$ cat config.mk
export PLATFORM = sky130hd
export DESIGN_NAME = heating_drive_scheduler
export DESIGN_NICKNAME = d
export VERILOG_FILES = /design/src/rtl/hds_pkg.sv /design/src/rtl/heating_drive_scheduler.sv /design/src/rtl/hds_muldiv.sv
export VERILOG_INCLUDE_DIRS = /design/src /design/src/rtl
export SDC_FILE = /design/constraint.sdc
export NUM_CORES = 1
export LEC_CHECK = 0
export ABC_AREA = 1
export BUFFER_PORTS_ARGS = -buffer_cell sky130_fd_sc_hd__buf_2
export CAP_MARGIN = 20
export CORE_AREA = 5 5 185 187
export DETAILED_ROUTE_END_ITERATION = 10
export DIE_AREA = 0 0 190 192
export GPL_ROUTABILITY_DRIVEN = 0
export PLACE_DENSITY = 0.79
export RECOVER_POWER = 50
export SETUP_SLACK_MARGIN = 0.5
export SYNTH_ARGS = -nofsm -noshare
export SYNTH_HDL_FRONTEND = slang
export SYNTH_SLANG_ARGS = --single-unit
$ cat constraint.sdc
create_clock -name clk -period 5.7 [get_ports clk]
set_input_delay 1.14 -clock clk [delete_from_list [all_inputs] [get_ports clk]]
set_output_delay 1.14 -clock clk [all_outputs]
set_load 0.05 [all_outputs]
$ cat src/rtl/heating_drive_scheduler_macros.svh
// Assertion macros for the heating drive scheduler.
// Used by the top level; expects signals clk and rst in scope.
`ifndef HEATING_DRIVE_SCHEDULER_MACROS_SVH
`define HEATING_DRIVE_SCHEDULER_MACROS_SVH

// same-cycle implication
`define HDS_ASSERT_NOW(lbl, ante, cons) \
  lbl: assert property (@(posedge clk) disable iff (rst) (ante) |-> (cons)) \
    else $error("heating drive scheduler: check failed");

// next-cycle implication
`define HDS_ASSERT_NEXT(lbl, ante, cons) \
  lbl: assert property (@(posedge clk) disable iff (rst) (ante) |=> (cons)) \
    else $error("heating drive scheduler: check failed");

`endif

$ cat src/rtl/hds_pkg.sv
// Shared types and constants of the heating drive scheduler.
// No dependencies.
package hds_pkg;

  localparam int TEMP_W = 12;
  localparam int PCT_W  = 7;
  localparam int NUM_W  = 19;   // product of a 12 bit operand and a 7 bit operand
  localparam int MPL_W  = 7;
  localparam int DIV_W  = 12;
  localparam int CNT_W  = 5;
  localparam int ADDR_W = 5;
  localparam int DATA_W = 32;

  localparam logic [PCT_W-1:0]  PCT_FULL    = 7'd100;
  localparam logic [PCT_W-1:0]  PCT_CRIT    = 7'd80;
  localparam logic [PCT_W-1:0]  FAN_WIN_TOP = 7'd40;
  localparam logic [MPL_W-1:0]  WIN_SCALE   = 7'd100;
  localparam logic [DIV_W-1:0]  WIN_DIV     = 12'd100;
  localparam logic [DIV_W-1:0]  DEFICIT_MAX = 12'd20;

  localparam logic                     RST_HEAT_EN  = 1'b1;
  localparam logic signed [TEMP_W-1:0] RST_TEMP_MIN = 12'sd250;
  localparam logic signed [TEMP_W-1:0] RST_TEMP_MAX = 12'sd260;
  localparam logic [PCT_W-1:0]         RST_PUMP_MIN = 7'd20;
  localparam logic [PCT_W-1:0]         RST_PUMP_MAX = 7'd100;
  localparam logic [PCT_W-1:0]         RST_FAN_MIN  = 7'd20;
  localparam logic [PCT_W-1:0]         RST_FAN_MAX  = 7'd100;

  typedef enum logic [1:0] {
    OP_SAMPLE = 2'd0,
    OP_AUTO   = 2'd1,
    OP_MANUAL = 2'd2,
    OP_FORCE  = 2'd3
  } op_t;

  typedef enum logic [2:0] {
    REG_HEAT_EN  = 3'd0,
    REG_TEMP_MIN = 3'd1,
    REG_TEMP_MAX = 3'd2,
    REG_PUMP_MIN = 3'd3,
    REG_PUMP_MAX = 3'd4,
    REG_FAN_MIN  = 3'd5,
    REG_FAN_MAX  = 3'd6
  } reg_idx_t;

  typedef enum logic [2:0] {
    S_IDLE,
    S_DECIDE,
    S_WIN,
    S_LERP,
    S_WRITE
  } sched_state_t;

  typedef enum logic [1:0] {
    MD_IDLE,
    MD_MUL,
    MD_DIV
  } md_phase_t;

  // request to the serial multiply-divide unit: q = (a * b) / c
  typedef struct packed {
    logic               start;
    logic [DIV_W-1:0]   a;
    logic [MPL_W-1:0]   b;
    logic [DIV_W-1:0]   c;
  } md_req_t;

  typedef struct packed {
    logic             done;
    logic [NUM_W-1:0] q;
  } md_rsp_t;

endpackage

$ cat src/rtl/heating_drive_scheduler.sv
// Heating drive scheduler top level: register port, mode latches, drive sequencer.
// Depends on hds_pkg, hds_muldiv and heating_drive_scheduler_macros.svh.
//
// Each input word is a mode command or a room temperature sample; each gives one
// result word carrying the drive (when drive_valid is set) and the three latches as
// they stand after it. Commands, ignored samples and the fixed cases (emergency,
// critical, above the upper limit) go from acceptance to the output register
// through the decide and write steps. A sample below the lower limit needs one pass
// of the bit-serial multiply-divide pair (decide, pass, finish, write). A sample
// inside the comfort window needs two passes (window position, then the two
// ramps), or one for an empty window. Each pass is 7 multiply steps plus 19 divide
// steps of hds_muldiv. One word is in work at a time and the input stalls from
// acceptance until the result is loaded; the next word is taken in the cycle after
// that. The output register lets the next word be accepted while a result waits; a
// further result then holds in the write step until the waiting one leaves.
// Configuration may be written only while the block is idle.
module heating_drive_scheduler #(
  parameter int EMERGENCY_LOW = 50,
  parameter int CRITICAL_LOW  = 100
) (
  input  logic                            clk,
  input  logic                            rst,
  // register port
  input  logic                            psel,
  input  logic                            penable,
  input  logic                            pwrite,
  input  logic [hds_pkg::ADDR_W-1:0]      paddr,
  input  logic [hds_pkg::DATA_W-1:0]      pwdata,
  output logic [hds_pkg::DATA_W-1:0]      prdata,
  output logic                            pready,
  // input words
  input  logic                            in_valid,
  output logic                            in_stall,
  input  logic [1:0]                      op,
  input  logic signed [hds_pkg::TEMP_W-1:0] temp_room,
  // result words
  output logic                            out_valid,
  input  logic                            out_stall,
  output logic                            drive_valid,
  output logic [hds_pkg::PCT_W-1:0]       pump_percent,
  output logic [hds_pkg::PCT_W-1:0]       fan_percent,
  output logic                            manual_flag,
  output logic                            force_flag,
  output logic                            emergency_flag
);

`include "heating_drive_scheduler_macros.svh"

  localparam int TW = hds_pkg::TEMP_W;
  localparam int PW = hds_pkg::PCT_W;
  localparam logic signed [TW-1:0] EMERG_T = TW'(EMERGENCY_LOW);
  localparam logic signed [TW-1:0] CRIT_T  = TW'(CRITICAL_LOW);

  // ---------------------------------------------------------------- registers
  logic                  heating_enabled;
  logic signed [TW-1:0]  temp_min, temp_max;
  logic [PW-1:0]         pump_min, pump_max, fan_min, fan_max;
  logic                  cfg_wr;

  assign pready = 1'b1;
  assign cfg_wr = psel && penable && pwrite;

  always_ff @(posedge clk) begin
    if (rst) begin
      heating_enabled <= hds_pkg::RST_HEAT_EN;
      temp_min        <= hds_pkg::RST_TEMP_MIN;
      temp_max        <= hds_pkg::RST_TEMP_MAX;
      pump_min        <= hds_pkg::RST_PUMP_MIN;
      pump_max        <= hds_pkg::RST_PUMP_MAX;
      fan_min         <= hds_pkg::RST_FAN_MIN;
      fan_max         <= hds_pkg::RST_FAN_MAX;
    end else if (cfg_wr) begin
      unique case (hds_pkg::reg_idx_t'(paddr[4:2]))
        hds_pkg::REG_HEAT_EN:  heating_enabled <= pwdata[0];
        hds_pkg::REG_TEMP_MIN: temp_min        <= pwdata[TW-1:0];
        hds_pkg::REG_TEMP_MAX: temp_max        <= pwdata[TW-1:0];
        hds_pkg::REG_PUMP_MIN: pump_min        <= pwdata[PW-1:0];
        hds_pkg::REG_PUMP_MAX: pump_max        <= pwdata[PW-1:0];
        hds_pkg::REG_FAN_MIN:  fan_min         <= pwdata[PW-1:0];
        hds_pkg::REG_FAN_MAX:  fan_max         <= pwdata[PW-1:0];
        default: ;
      endcase
    end
  end

  always_comb begin
    unique case (hds_pkg::reg_idx_t'(paddr[4:2]))
      hds_pkg::REG_HEAT_EN:  prdata = 32'(heating_enabled);
      hds_pkg::REG_TEMP_MIN: prdata = 32'(temp_min);   // sign-extended
      hds_pkg::REG_TEMP_MAX: prdata = 32'(temp_max);
      hds_pkg::REG_PUMP_MIN: prdata = 32'(pump_min);
      hds_pkg::REG_PUMP_MAX: prdata = 32'(pump_max);
      hds_pkg::REG_FAN_MIN:  prdata = 32'(fan_min);
      hds_pkg::REG_FAN_MAX:  prdata = 32'(fan_max);
      default:               prdata = '0;
    endcase
  end

  // ---------------------------------------------------------------- state
  hds_pkg::sched_state_t state, state_next;
  hds_pkg::op_t          op_r;
  logic signed [TW-1:0]  t_r;
  logic manual_latch, manual_latch_next;
  logic force_latch, force_latch_next;
  logic emergency_latch, emergency_latch_next;
  logic win_mode, win_mode_next;     // window ramp: clamps apply, fan base is 40
  logic pump_neg, pump_neg_next;
  logic fan_neg, fan_neg_next;
  logic          res_drive, res_drive_next;
  logic [PW-1:0] res_pump, res_pump_next;
  logic [PW-1:0] res_fan, res_fan_next;
  logic          in_acc, out_free, out_load;
  logic          decide_sample;

  hds_pkg::md_req_t a_req, b_req;
  hds_pkg::md_rsp_t a_rsp, b_rsp;

  // unit A: window position, then pump ramp. Unit B: fan ramp.
  hds_muldiv u_md_a (.clk(clk), .rst(rst), .req(a_req), .rsp(a_rsp));
  hds_muldiv u_md_b (.clk(clk), .rst(rst), .req(b_req), .rsp(b_rsp));

  assign in_stall = (state != hds_pkg::S_IDLE);
  assign in_acc   = in_valid && (state == hds_pkg::S_IDLE);
  assign out_free = !out_valid || !out_stall;
  assign out_load = (state == hds_pkg::S_WRITE) && out_free;
  assign decide_sample = (state == hds_pkg::S_DECIDE) && (op_r == hds_pkg::OP_SAMPLE);

  // ---------------------------------------------------------------- datapath
  logic signed [TW:0]  deficit, span, offset;
  logic [TW-1:0]       d_clamp;
  logic signed [7:0]   pdiff, fdiff, fwdiff, pdiff_neg, fdiff_neg, fwdiff_neg;
  logic [PW-1:0]       pmag, fmag, fwmag, pump_drop;
  logic                below, above;
  logic [8:0]          qa_s, qb_s;
  logic signed [8:0]   p9, f9, half9, pmin9, fmin9, fbase9;
  logic [PW-1:0]       pump_fin, fan_fin;

  assign deficit = {temp_min[TW-1], temp_min} - {t_r[TW-1], t_r};
  assign span    = {temp_max[TW-1], temp_max} - {temp_min[TW-1], temp_min};
  assign offset  = {t_r[TW-1], t_r} - {temp_min[TW-1], temp_min};
  assign below   = t_r < temp_min;
  assign above   = t_r > temp_max;
  assign d_clamp = (deficit > $signed({1'b0, hds_pkg::DEFICIT_MAX}))
                   ? hds_pkg::DEFICIT_MAX : deficit[TW-1:0];

  assign pdiff      = $signed({1'b0, pump_max}) - $signed({1'b0, pump_min});
  assign fdiff      = $signed({1'b0, fan_max}) - $signed({1'b0, fan_min});
  assign fwdiff     = $signed({1'b0, fan_min}) - $signed({1'b0, hds_pkg::FAN_WIN_TOP});
  assign pdiff_neg  = -pdiff;
  assign fdiff_neg  = -fdiff;
  assign fwdiff_neg = -fwdiff;
  assign pmag       = pdiff[7]  ? pdiff_neg[PW-1:0]  : pdiff[PW-1:0];
  assign fmag       = fdiff[7]  ? fdiff_neg[PW-1:0]  : fdiff[PW-1:0];
  assign fwmag      = fwdiff[7] ? fwdiff_neg[PW-1:0] : fwdiff[PW-1:0];
  // pump_min/2 - pump_min, as a magnitude
  assign pump_drop  = pump_min - {1'b0, pump_min[PW-1:1]};

  // ramp results: base +/- quotient, truncated toward zero
  assign qa_s   = pump_neg ? (9'd0 - {1'b0, a_rsp.q[7:0]}) : {1'b0, a_rsp.q[7:0]};
  assign qb_s   = fan_neg  ? (9'd0 - {1'b0, b_rsp.q[7:0]}) : {1'b0, b_rsp.q[7:0]};
  assign pmin9  = $signed({2'b00, pump_min});
  assign fmin9  = $signed({2'b00, fan_min});
  assign half9  = $signed({3'b000, pump_min[PW-1:1]});
  assign fbase9 = win_mode ? $signed({2'b00, hds_pkg::FAN_WIN_TOP}) : fmin9;
  assign p9     = pmin9 + $signed(qa_s);
  assign f9     = fbase9 + $signed(qb_s);

  always_comb begin
    pump_fin = p9[PW-1:0];
    fan_fin  = f9[PW-1:0];
    if (win_mode) begin
      priority if (p9 < half9) pump_fin = pump_min >> 1;
      else if (p9 > pmin9)     pump_fin = pump_min;
      priority if (f9 < fmin9) fan_fin = fan_min;
      else if (f9 > $signed({2'b00, hds_pkg::FAN_WIN_TOP})) fan_fin = hds_pkg::FAN_WIN_TOP;
    end
  end

  // ---------------------------------------------------------------- sequencer
  always_ff @(posedge clk) begin
    if (rst) begin
      state           <= hds_pkg::S_IDLE;
      manual_latch    <= 1'b0;
      force_latch     <= 1'b0;
      emergency_latch <= 1'b0;
      out_valid       <= 1'b0;
    end else begin
      state           <= state_next;
      manual_latch    <= manual_latch_next;
      force_latch     <= force_latch_next;
      emergency_latch <= emergency_latch_next;
      if (out_load)        out_valid <= 1'b1;
      else if (!out_stall) out_valid <= 1'b0;
    end
    if (in_acc) begin
      op_r <= hds_pkg::op_t'(op);
      t_r  <= temp_room;
    end
    win_mode  <= win_mode_next;
    pump_neg  <= pump_neg_next;
    fan_neg   <= fan_neg_next;
    res_drive <= res_drive_next;
    res_pump  <= res_pump_next;
    res_fan   <= res_fan_next;
    if (out_load) begin
      drive_valid    <= res_drive;
      pump_percent   <= res_pump;
      fan_percent    <= res_fan;
      manual_flag    <= manual_latch;
      force_flag     <= force_latch;
      emergency_flag <= emergency_latch;
    end
  end

  always_comb begin
    state_next           = state;
    manual_latch_next    = manual_latch;
    force_latch_next     = force_latch;
    emergency_latch_next = emergency_latch;
    win_mode_next        = win_mode;
    pump_neg_next        = pump_neg;
    fan_neg_next         = fan_neg;
    res_drive_next       = res_drive;
    res_pump_next        = res_pump;
    res_fan_next         = res_fan;
    a_req                = '0;
    b_req                = '0;
    unique case (state)
      hds_pkg::S_IDLE: begin
        if (in_acc) state_next = hds_pkg::S_DECIDE;
      end
      hds_pkg::S_DECIDE: begin
        res_drive_next = 1'b0;
        res_pump_next  = '0;
        res_fan_next   = '0;
        state_next     = hds_pkg::S_WRITE;
        unique case (op_r)
          hds_pkg::OP_AUTO: begin
            manual_latch_next    = 1'b0;
            force_latch_next     = 1'b0;
            emergency_latch_next = 1'b0;
          end
          hds_pkg::OP_MANUAL: begin
            manual_latch_next = 1'b1;
            force_latch_next  = 1'b0;
          end
          hds_pkg::OP_FORCE: begin
            force_latch_next  = 1'b1;
            manual_latch_next = 1'b0;
          end
          hds_pkg::OP_SAMPLE: begin
            if (!manual_latch && !force_latch && !emergency_latch && heating_enabled) begin
              res_drive_next = 1'b1;
              priority if (t_r <= EMERG_T) begin
                emergency_latch_next = 1'b1;
                res_pump_next        = hds_pkg::PCT_FULL;
                res_fan_next         = hds_pkg::PCT_FULL;
              end else if (t_r <= CRIT_T) begin
                force_latch_next = 1'b1;
                res_pump_next    = hds_pkg::PCT_CRIT;
                res_fan_next     = hds_pkg::PCT_CRIT;
              end else if (below) begin
                // deficit ramp over 0..20 tenths
                win_mode_next = 1'b0;
                pump_neg_next = pdiff[7];
                fan_neg_next  = fdiff[7];
                a_req = '{start: 1'b1, a: d_clamp, b: pmag, c: hds_pkg::DEFICIT_MAX};
                b_req = '{start: 1'b1, a: d_clamp, b: fmag, c: hds_pkg::DEFICIT_MAX};
                state_next = hds_pkg::S_LERP;
              end else if (above) begin
                res_pump_next = '0;
                res_fan_next  = fan_min;
              end else begin
                win_mode_next = 1'b1;
                pump_neg_next = 1'b1;
                fan_neg_next  = fwdiff[7];
                if (span == '0) begin
                  // degenerate window: position is zero, go straight to the ramps
                  a_req = '{start: 1'b1, a: '0, b: pump_drop, c: hds_pkg::WIN_DIV};
                  b_req = '{start: 1'b1, a: '0, b: fwmag, c: hds_pkg::WIN_DIV};
                  state_next = hds_pkg::S_LERP;
                end else begin
                  a_req = '{start: 1'b1, a: offset[TW-1:0], b: hds_pkg::WIN_SCALE,
                            c: span[TW-1:0]};
                  state_next = hds_pkg::S_WIN;
                end
              end
            end
          end
        endcase
      end
      hds_pkg::S_WIN: begin
        if (a_rsp.done) begin
          // position 0..100 in the low bits
          a_req = '{start: 1'b1, a: TW'(a_rsp.q[6:0]), b: pump_drop, c: hds_pkg::WIN_DIV};
          b_req = '{start: 1'b1, a: TW'(a_rsp.q[6:0]), b: fwmag, c: hds_pkg::WIN_DIV};
          state_next = hds_pkg::S_LERP;
        end
      end
      hds_pkg::S_LERP: begin
        if (a_rsp.done) begin
          res_pump_next = pump_fin;
          res_fan_next  = fan_fin;
          state_next    = hds_pkg::S_WRITE;
        end
      end
      hds_pkg::S_WRITE: begin
        if (out_free) state_next = hds_pkg::S_IDLE;
      end
      default: state_next = hds_pkg::S_IDLE;
    endcase
  end

  // ---------------------------------------------------------------- checks
  `HDS_ASSERT_NOW(a_units_in_step, state == hds_pkg::S_LERP, a_rsp.done == b_rsp.done)
  `HDS_ASSERT_NOW(a_out_from_write, $rose(out_valid), $past(state) == hds_pkg::S_WRITE)
  `HDS_ASSERT_NOW(a_emerg_by_sample, $rose(emergency_latch), $past(decide_sample))

endmodule

$ cat src/rtl/hds_muldiv.sv
// Bit-serial unsigned multiply then divide: q = trunc(a * b / c).
// Depends on hds_pkg. One multiplier bit per cycle, then one quotient bit per cycle.
module hds_muldiv (
  input  logic             clk,
  input  logic             rst,
  input  hds_pkg::md_req_t req,
  output hds_pkg::md_rsp_t rsp
);

  hds_pkg::md_phase_t                phase, phase_next;
  logic [hds_pkg::CNT_W-1:0]         cnt, cnt_next;
  logic [hds_pkg::NUM_W-1:0]         acc, acc_next;
  logic [hds_pkg::NUM_W-1:0]         mcand, mcand_next;
  logic [hds_pkg::MPL_W-1:0]         mplier, mplier_next;
  logic [hds_pkg::DIV_W-1:0]         divisor, divisor_next;
  logic [hds_pkg::DIV_W-1:0]         rem, rem_next;
  logic                              done, done_next;
  logic [hds_pkg::DIV_W:0]           rem_sh, rem_diff;
  logic                              ge;

  assign rem_sh   = {rem, acc[hds_pkg::NUM_W-1]};
  assign rem_diff = rem_sh - {1'b0, divisor};
  assign ge       = rem_sh >= {1'b0, divisor};

  always_ff @(posedge clk) begin
    if (rst) begin
      phase <= hds_pkg::MD_IDLE;
      done  <= 1'b0;
    end else begin
      phase <= phase_next;
      done  <= done_next;
    end
    cnt     <= cnt_next;
    acc     <= acc_next;
    mcand   <= mcand_next;
    mplier  <= mplier_next;
    divisor <= divisor_next;
    rem     <= rem_next;
  end

  always_comb begin
    phase_next   = phase;
    cnt_next     = cnt;
    acc_next     = acc;
    mcand_next   = mcand;
    mplier_next  = mplier;
    divisor_next = divisor;
    rem_next     = rem;
    done_next    = 1'b0;
    unique case (phase)
      hds_pkg::MD_IDLE: begin
        if (req.start) begin
          phase_next   = hds_pkg::MD_MUL;
          acc_next     = '0;
          mcand_next   = hds_pkg::NUM_W'(req.a);
          mplier_next  = req.b;
          divisor_next = req.c;
          cnt_next     = '0;
        end
      end
      hds_pkg::MD_MUL: begin
        acc_next    = acc + (mplier[0] ? mcand : '0);
        mcand_next  = {mcand[hds_pkg::NUM_W-2:0], 1'b0};
        mplier_next = {1'b0, mplier[hds_pkg::MPL_W-1:1]};
        cnt_next    = cnt + 1'b1;
        if (cnt == hds_pkg::CNT_W'(hds_pkg::MPL_W - 1)) begin
          phase_next = hds_pkg::MD_DIV;
          cnt_next   = '0;
          rem_next   = '0;
        end
      end
      hds_pkg::MD_DIV: begin
        // restoring step; the quotient bit shifts into the low end of acc
        rem_next = ge ? rem_diff[hds_pkg::DIV_W-1:0] : rem_sh[hds_pkg::DIV_W-1:0];
        acc_next = {acc[hds_pkg::NUM_W-2:0], ge};
        cnt_next = cnt + 1'b1;
        if (cnt == hds_pkg::CNT_W'(hds_pkg::NUM_W - 1)) begin
          phase_next = hds_pkg::MD_IDLE;
          done_next  = 1'b1;
        end
      end
      default: phase_next = hds_pkg::MD_IDLE;
    endcase
  end

  assign rsp.done = done;
  assign rsp.q    = acc;

endmodule

==> results of run 1 <==
[power groups by stage]
stage          clock (mW)  combinational (mW)  sequential [mW]
4_1_cts              1.91                1.37             2.25
3_5_place_dp            0                1.36             2.29
5_1_grt              1.99                1.57             2.27
2_1_floorplan           0                1.03             2.27
3_3_place_gp            0                1.31             2.29
6_report             1.88                1.40             2.26
[area by class of cell]
type	count	area [µm²]	share of cell area [%]
Multi-Input combinational cell	1868	10600	50.5
Sequential cell	254	6980	33.2
Inverter	376	1410	6.71
Clock buffer	34	795	3.78
Tap cell	442	553	2.63
Timing Repair Buffer	104	515	2.45
Clock inverter	19	160	0.762
[stage by stage]
stage                     utilization, %  instances  power, mW  instance area (µm²)
after floorplan                        -       2578       3.30                19400
final                               65.1       3097       5.54                21000
after detailed placement            62.2       3038       3.65                20100
after global routing                65.1       3097       5.82                21000
after CTS                           65.2       3091       5.53                21000
after global placement              62.2       3037       3.59                20100
[cells by family (layout without fill, tap and decap cells)]
| kind of cell | after synthesis | in the layout | share of synthesized area, % |
|---|---|---|---|
| buf+inv | 456 | 533 | 9.44 |
| simple gates | 1027 | 1027 | 22.3 |
| flops | 254 | 254 | 35.9 |
| other cells | 1 | 1 | 0.0193 |
| xor+xnor | 84 | 84 | 3.82 |
| compound gates | 571 | 571 | 16.1 |
| fa+ha+maj | 185 | 185 | 12.3 |
[critical path, stage by stage, from the launching register on]
cell      delay, ns
edfxtp_1       0.45
inv_1          0.13
ha_1           0.18
inv_1          0.08
fa_1           0.45
nand3_1        0.12
nand2_1        0.11
nand3_1        0.12
nand3_1        0.08
nand2_1        0.06
nand2_1        0.59
inv_2          0.57
nand2_1        0.28
nand4_1        0.21
nand2_1        0.07
inv_1          0.70
[state kept, by name, indices dropped and copies added, names as in the netlist, 3 cells and up]
| name | count |
|---|---|
| fan_max | 7 |
| u_md_b.mplier | 7 |
| temp_max | 12 |
| u_md_b.divisor | 3 |
| fan_min | 7 |
| u_md_b.mcand | 19 |
| res_fan | 7 |
| u_md_b.cnt | 5 |
| u_md_a.divisor | 12 |
| t_r | 12 |
| u_md_b.rem | 12 |
| temp_min | 12 |
| u_md_a.mcand | 19 |
| pump_min | 7 |
| fan_percent | 7 |
| pump_max | 7 |
| u_md_a.acc | 19 |
| u_md_a.mplier | 7 |
| u_md_a.cnt | 5 |
| u_md_b.acc | 19 |
| res_pump | 7 |
| pump_percent | 7 |
| u_md_a.rem | 12 |
| state | 3 |
[final timing paths]
path | endpoint | slack (ns) | cells after the start
min reg2reg | fan_percent[0] | 0.42 | 0
max | u_md_b.acc[5] | 1.10 | 15
min | fan_percent[0] | 0.42 | 0
max reg2reg | u_md_b.acc[5] | 1.10 | 15
[layer usage]
metal  vias to the layer above  part of all wire (%)  GRT usage (%)  routed length (µm)
li1                       8711                     -              -                   -
met1                      8235                    41           36.2               21300
met2                       837                    45           45.8               23100
met3                       150                   9.9           6.67                5120
met4                         0                   4.1           10.9                2120
met5                         -                     0              0                   0
[placed cells by master, fill, tap and decap left out, types with 32 or more instances in the layout]
| cell type | synthesis | routed |
|---|---|---|
| nand2_1 | 615 | 616 |
| inv_1 | 352 | 353 |
| a21oi_1 | 279 | 279 |
| edfxtp_1 | 189 | 189 |
| o21ai_0 | 185 | 184 |
| ha_1 | 174 | 174 |
| nor2_1 | 167 | 168 |
| nand3_1 | 124 | 124 |
| dfxtp_1 | 65 | 65 |
| buf_2 | 9 | 64 |
| xor2_1 | 59 | 59 |
| nor3_1 | 36 | 36 |
| clkbuf_1 | 38 | 32 |
==> results.md, run 1 <==
* Final hold violation count at 0
* Maximum vdd drop at 303 µV
* Row count at 66
* Die height at 192 µm
* Final hold slack at 0.416 ns
* Post-synth EDFFs at 189
* Die X at 190 µm
* Sw Ratio at 33.5%
* Clk network pwr share at 34.0%
* DR WL/cell at 16.7 µm
* Max Clock Freq at 217 MHz
* Top post-synthesis cells by count: 615 x nand2_1, 352 x inv_1, 279 x a21oi_1, 189 x edfxtp_1, 185 x o21ai_0
* Failing checks: capacitance limit, slew limit
* Max-cap violation count at 3
* Hold WC Path Type: flop to flop
* Diodes inserted at 0
* DRT antenna net count at 0
* Via Count at 17933
* Crit end category: flop
* Post-DP HPWL at 39100 µm
* Final WL at 51700 µm
* Synthesized area at 0.0194 mm²
* Synth area leaders: edfxtp_1 29%, nand2_1 12%, ha_1 11%
* Sw power at 1.86 mW
* Pin count of the biggest net entering global routing at 55
* CTS tree: built
* Syn_area_per_cell at 7.54 µm²
* Core area at 0.0323 mm²
* Area delta synth->final at 8.17%
* Slew Limit Headroom at -56.5%
* Post-synth top area cell: edfxtp_1
* Hold Startpoint: res_fan[0]
* Register area share after synthesis at 35.9%
* Initial antenna violation count at 0
* Pwr dens at 263 mW/mm²
* Filler cells at 2761
* Drt initial violations at 1679
* Congestion Overflow GR at 0
* Starting Density at 60.2%
* CTS Buffer Depth at 3
* Ratio of cells with drive above 1 in the final layout at 6.85%
* Die footprint at 0.0365 mm²
* Top-area cell type share of the netlist area at 29.2%
* Launching point of the worst reg2reg path: t_r[0]
* Gate power share at 25.2%
* Quantity of hold-fixing buffers added after cts at 0
* WP data arrival at 4.78 ns
* First-pass GRT wire length at 84400 µm
* PnR worst setup slack at 1.10 ns
* WS Path Type: flop to flop
* Leak at 9.81 nW
* # port buffers at 87
* Place WS at 1.38 ns
* Cts bufs inserted at 29
* # Post-CTS Setup Buffers at 0
* H-tree levels at 1
* Post-Syn Instances at 2578
* Nets at 2876
* Setup-failing EPs final at 0
* Final period util at 80.8%
* Clock slew at reported path FFs at 0.06 ns
* Clock period minus worst slack at 4.60 ns
* WP data required at 5.88 ns
* Reg power frac at 40.7%
* Vias per cell at 5.79
* Worst-path maximum fanout at 28
* Clk sinks at 254
* Worst Max-Slew Pin Slew at 2.35 ns
* Setup TNS at 0 ns
* Root Buffer: clkbuf_16
* Clock Latency Late Sink at 0.57 ns
* Drt pass-1 iters at 5
* Ports at 111
* CP Launch Type: flop
* Vias in the first global route at 17434
* Register bit total from synthesis at 254
* Clock Skews at 0.0149 ns
* Synth Flop Type: edfxtp_1
* Synth Warn # at 0
* Status: complete, but fails checks
* RSZ-0062 raised after global routing: no
* Critical Path Start: t_r[0]
* Post-route DRC violation count at 0
* Async SR Flop Fraction at 0%
* Syn Nets at 2821
* Pint at 3.68 mW
* Resized Gates After CTS at 0
* Netlist cell types at 65
* GRT Resource Usage Total at 28.0%
* Top-count cell post-synth: nand2_1
* Max Transition Viols Final at 127
No activity file was read; power rests on OpenSTA's default activity.
==> inputs of run 2 (changes only) <==
==> constraint.sdc (replaced) <==
create_clock -name clk -period 4.62 [get_ports clk]
set_input_delay 0.924 -clock clk [delete_from_list [all_inputs] [get_ports clk]]
set_output_delay 0.924 -clock clk [all_outputs]
set_load 0.05 [all_outputs]
==> run 2 against run 1 <==
Effect of this change: the run still ends with capacitance limit, slew limit left; die area unchanged; critical path type unchanged; clock power increased by 26%; power grew 25%; global-route usage grew 0.11 points.
==> results.md, run 2 (synthesis results as in run 1) <==
* Multi-input gate area at 0.0107 mm² (was 0.0106 mm²)
* GRT Resource Usage Total at 28.1% (was 28.0%)
* Pint at 4.63 mW (was 3.68 mW)
* Max-cap violation count at 4 (was 3)
* Vias in the first global route at 17194 (was 17434)
* Hold EP: fan_percent[4] (was fan_percent[0])
* Setup-failing EPs final at 0 (unchanged)
* Sw Ratio at 33.1% (was 33.5%)
* Clk sinks at 254 (unchanged)
* Crit end category: flop (unchanged)
* Nets at 2891 (was 2876)
* Most frequent cells in the layout: 613 x nand2_1, 353 x inv_1, 278 x a21oi_1 (was 616 x nand2_1, 353 x inv_1, 279 x a21oi_1)
* Ratio of cells with drive above 1 in the final layout at 7.49% (was 6.85%)
* Die X at 190 µm (unchanged)
* First-pass GRT wire length at 84600 µm (was 84400 µm)
* WP data arrival at 4.26 ns (was 4.78 ns)
* Worst Max-Slew Pin Slew at 2.44 ns (was 2.35 ns)
* Launching point of the worst reg2reg path: u_md_b.phase[1] (was t_r[0])
* Most common cell after layout, fill and taps aside: nand2_1 (unchanged)
* Status: complete, but fails checks (unchanged)
* Slowest-stage cell, CP: clkbuf_1 (was inv_1)
* Cts bufs inserted at 29 (unchanged)
* Hold WC Path Type: flop to flop (unchanged)
* Pwr dens at 326 mW/mm² (was 263 mW/mm²)
* Critical-path cell list: inv_1 > ha_1 > clkbuf_1 > clkinv_1 > clkbuf_1 > a21oi_1 > clkbuf_1 (was inv_1 > ha_1 > inv_1 > fa_1 > nand3_1 > nand2_1 > nand3_1 > nand3_1 > nand2_1 > nand2_1 > inv_2 > nand2_1 > nand4_1 > nand2_1 > inv_1)
* Fin area at 0.0212 mm² (was 0.0210 mm²)
* Drt initial violations at 1749 (was 1679)
* Pin count of the biggest net entering global routing at 55 (unchanged)
* R2r endpoint: u_md_b.rem[1] (was u_md_b.acc[5])
* Die footprint at 0.0365 mm² (unchanged)
* Final WL at 52200 µm (was 51700 µm)
* Clock slew at reported path FFs at 0.06 ns (about the same)
* Filler cells at 2749 (was 2761)
* Clk network pwr share at 34.1% (was 34.0%)
* Initial antenna violation count at 0 (unchanged)
* Most used cell, CP: clkbuf_1 (was nand2_1)
* Area delta synth->final at 9.12% (was 8.17%)
* Post-DP HPWL at 39400 µm (was 39100 µm)
* Post-route DRC violation count at 0 (unchanged)
* Cells after DPL at 3052 (was 3038)
* Final hold violation count at 0 (unchanged)
* Worst-path maximum fanout at 36 (was 28)
* Reg power frac at 40.1% (was 40.7%)
* PnR worst setup slack at 0.582 ns (was 1.10 ns)
* Starting Density at 60.2% (unchanged)
* Maximum vdd drop at 328 µV (was 303 µV)
* Core area at 0.0323 mm² (unchanged)
* Root Buffer: clkbuf_16 (unchanged)
* H-tree levels at 1 (unchanged)
* Drt pass-1 iters at 7 (was 5)
* Worst hold path depth at 0 (unchanged)
* Fin util at 65.7% (was 65.1%)
* Via Count at 18002 (was 17933)
* Hold Startpoint: res_fan[4] (was res_fan[0])
* Vias per cell at 5.78 (was 5.79)
* Fin cells at 3113 (was 3097)
* # port buffers at 87 (unchanged)
* Final period util at 87.4% (was 80.8%)
* Clock Skews at 0.0101 ns (was 0.0149 ns)
* Diodes inserted at 0 (unchanged)
* WP data required at 4.84 ns (was 5.88 ns)
* Setup TNS at 0 ns (unchanged)
* CTS tree: built (unchanged)
* Congestion Overflow GR at 0 (unchanged)
* DR WL/cell at 16.8 µm (was 16.7 µm)
* WS Path Type: flop to flop (unchanged)
* Flip-flop and latch area at 0.00698 mm² (unchanged)
* Max Clock Freq at 248 MHz (was 217 MHz)
* CTS Buffer Depth at 3 (unchanged)
* Clock period minus worst slack at 4.04 ns (was 4.60 ns)
* Ports at 111 (unchanged)
* Gate power share at 25.8% (was 25.2%)
* Crit-path max cell delay at 1.14 ns (was 0.70 ns)
* Clock Latency Late Sink at 0.56 ns (was 0.57 ns)
* Row count at 66 (unchanged)
* Place WS at 0.472 ns (was 1.38 ns)
* RSZ-0062 raised after global routing: yes (was no)
* Flop2flop setup slack at 0.58 ns (was 1.10 ns)
* Max Transition Viols Final at 155 (was 127)
* Slew Limit Headroom at -62.5% (was -56.5%)
* Reg2reg path depth at 7 (was 15)
* Die height at 192 µm (unchanged)
* CP Launch Type: flop (unchanged)
* Placed cell areas at 0.0202 mm² (was 0.0201 mm²)
* DRT antenna net count at 0 (unchanged)
* Failing checks: capacitance limit, slew limit (unchanged)
* Leak at 9.89 nW (was 9.81 nW)
* Sw power at 2.29 mW (was 1.86 mW)
[run 2: final cells by class]
type                            count  share of cell area, %
Multi-Input combinational cell   1868                   50.3
Inverter                          376                   6.65
Clock inverter                      8                  0.360
Sequential cell                   254                   32.9
Timing Repair Buffer              119                   2.88
Tap cell                          442                   2.61
Clock buffer                       46                   4.27
[run 2: power groups by stage]
stage          clock network (mW)  registers [mW]  logic, mW
2_1_floorplan                   0            2.79       1.28
3_3_place_gp                    0            2.82       1.63
3_5_place_dp                    0            2.82       1.69
4_1_cts                      2.39            2.77       1.71
5_1_grt                      2.48            2.79       2.00
6_report                     2.36            2.78       1.79
[run 2: worst max-delay path, delay by kind of cell, from the launching register on]
family	cells	cell delay, ns
buf+inv	5	2.47
compound gates	1	0.73
flops	1	0.34
fa+ha+maj	1	0.14
[run 2: worst max-delay path by stage]
stage	slack, ns	cells past startpoint	startpoint	endpoint
final	0.58	7	u_md_b.phase[1]	u_md_b.rem[1]
after detailed placement	0.47	21	u_md_a.acc[1]	res_pump[1]
after global routing	0.34	7	u_md_b.phase[1]	u_md_b.rem[1]
after CTS	0.51	21	u_md_a.acc[0]	res_pump[1]
after global placement	0.62	21	u_md_a.acc[1]	res_pump[0]
after floorplan	1.06	21	u_md_a.acc[1]	res_pump[1]
[run 2: repair_timing]
item                       in CTS  in global routing
setup endpoints to repair       2                 14
buffers inserted                1                  5
pin swaps                       0                  3
gates resized for setup         0                 11
hold buffers                    0                  0
gates cloned                    0                  0
[run 2: per-layer routing]
metal | vias to the layer above | track usage, % | routed length, µm | part of all wire (%)
met5 | - | 0 | 0 | 0
met4 | 0 | 9.24 | 1840 | 3.5
met3 | 148 | 5.43 | 5530 | 11
met2 | 869 | 47.0 | 23600 | 45
met1 | 8244 | 37.0 | 21200 | 41
li1 | 8741 | - | - | -
[run 2: metrics by stage]
step | hold WS, ns | power [mW]
after global routing | 0.434 | 7.27
after floorplan | 0.400 | 4.07
after detailed placement | 0.405 | 4.51
after CTS | 0.420 | 6.87
after global placement | 0.404 | 4.45
final | 0.421 | 6.92
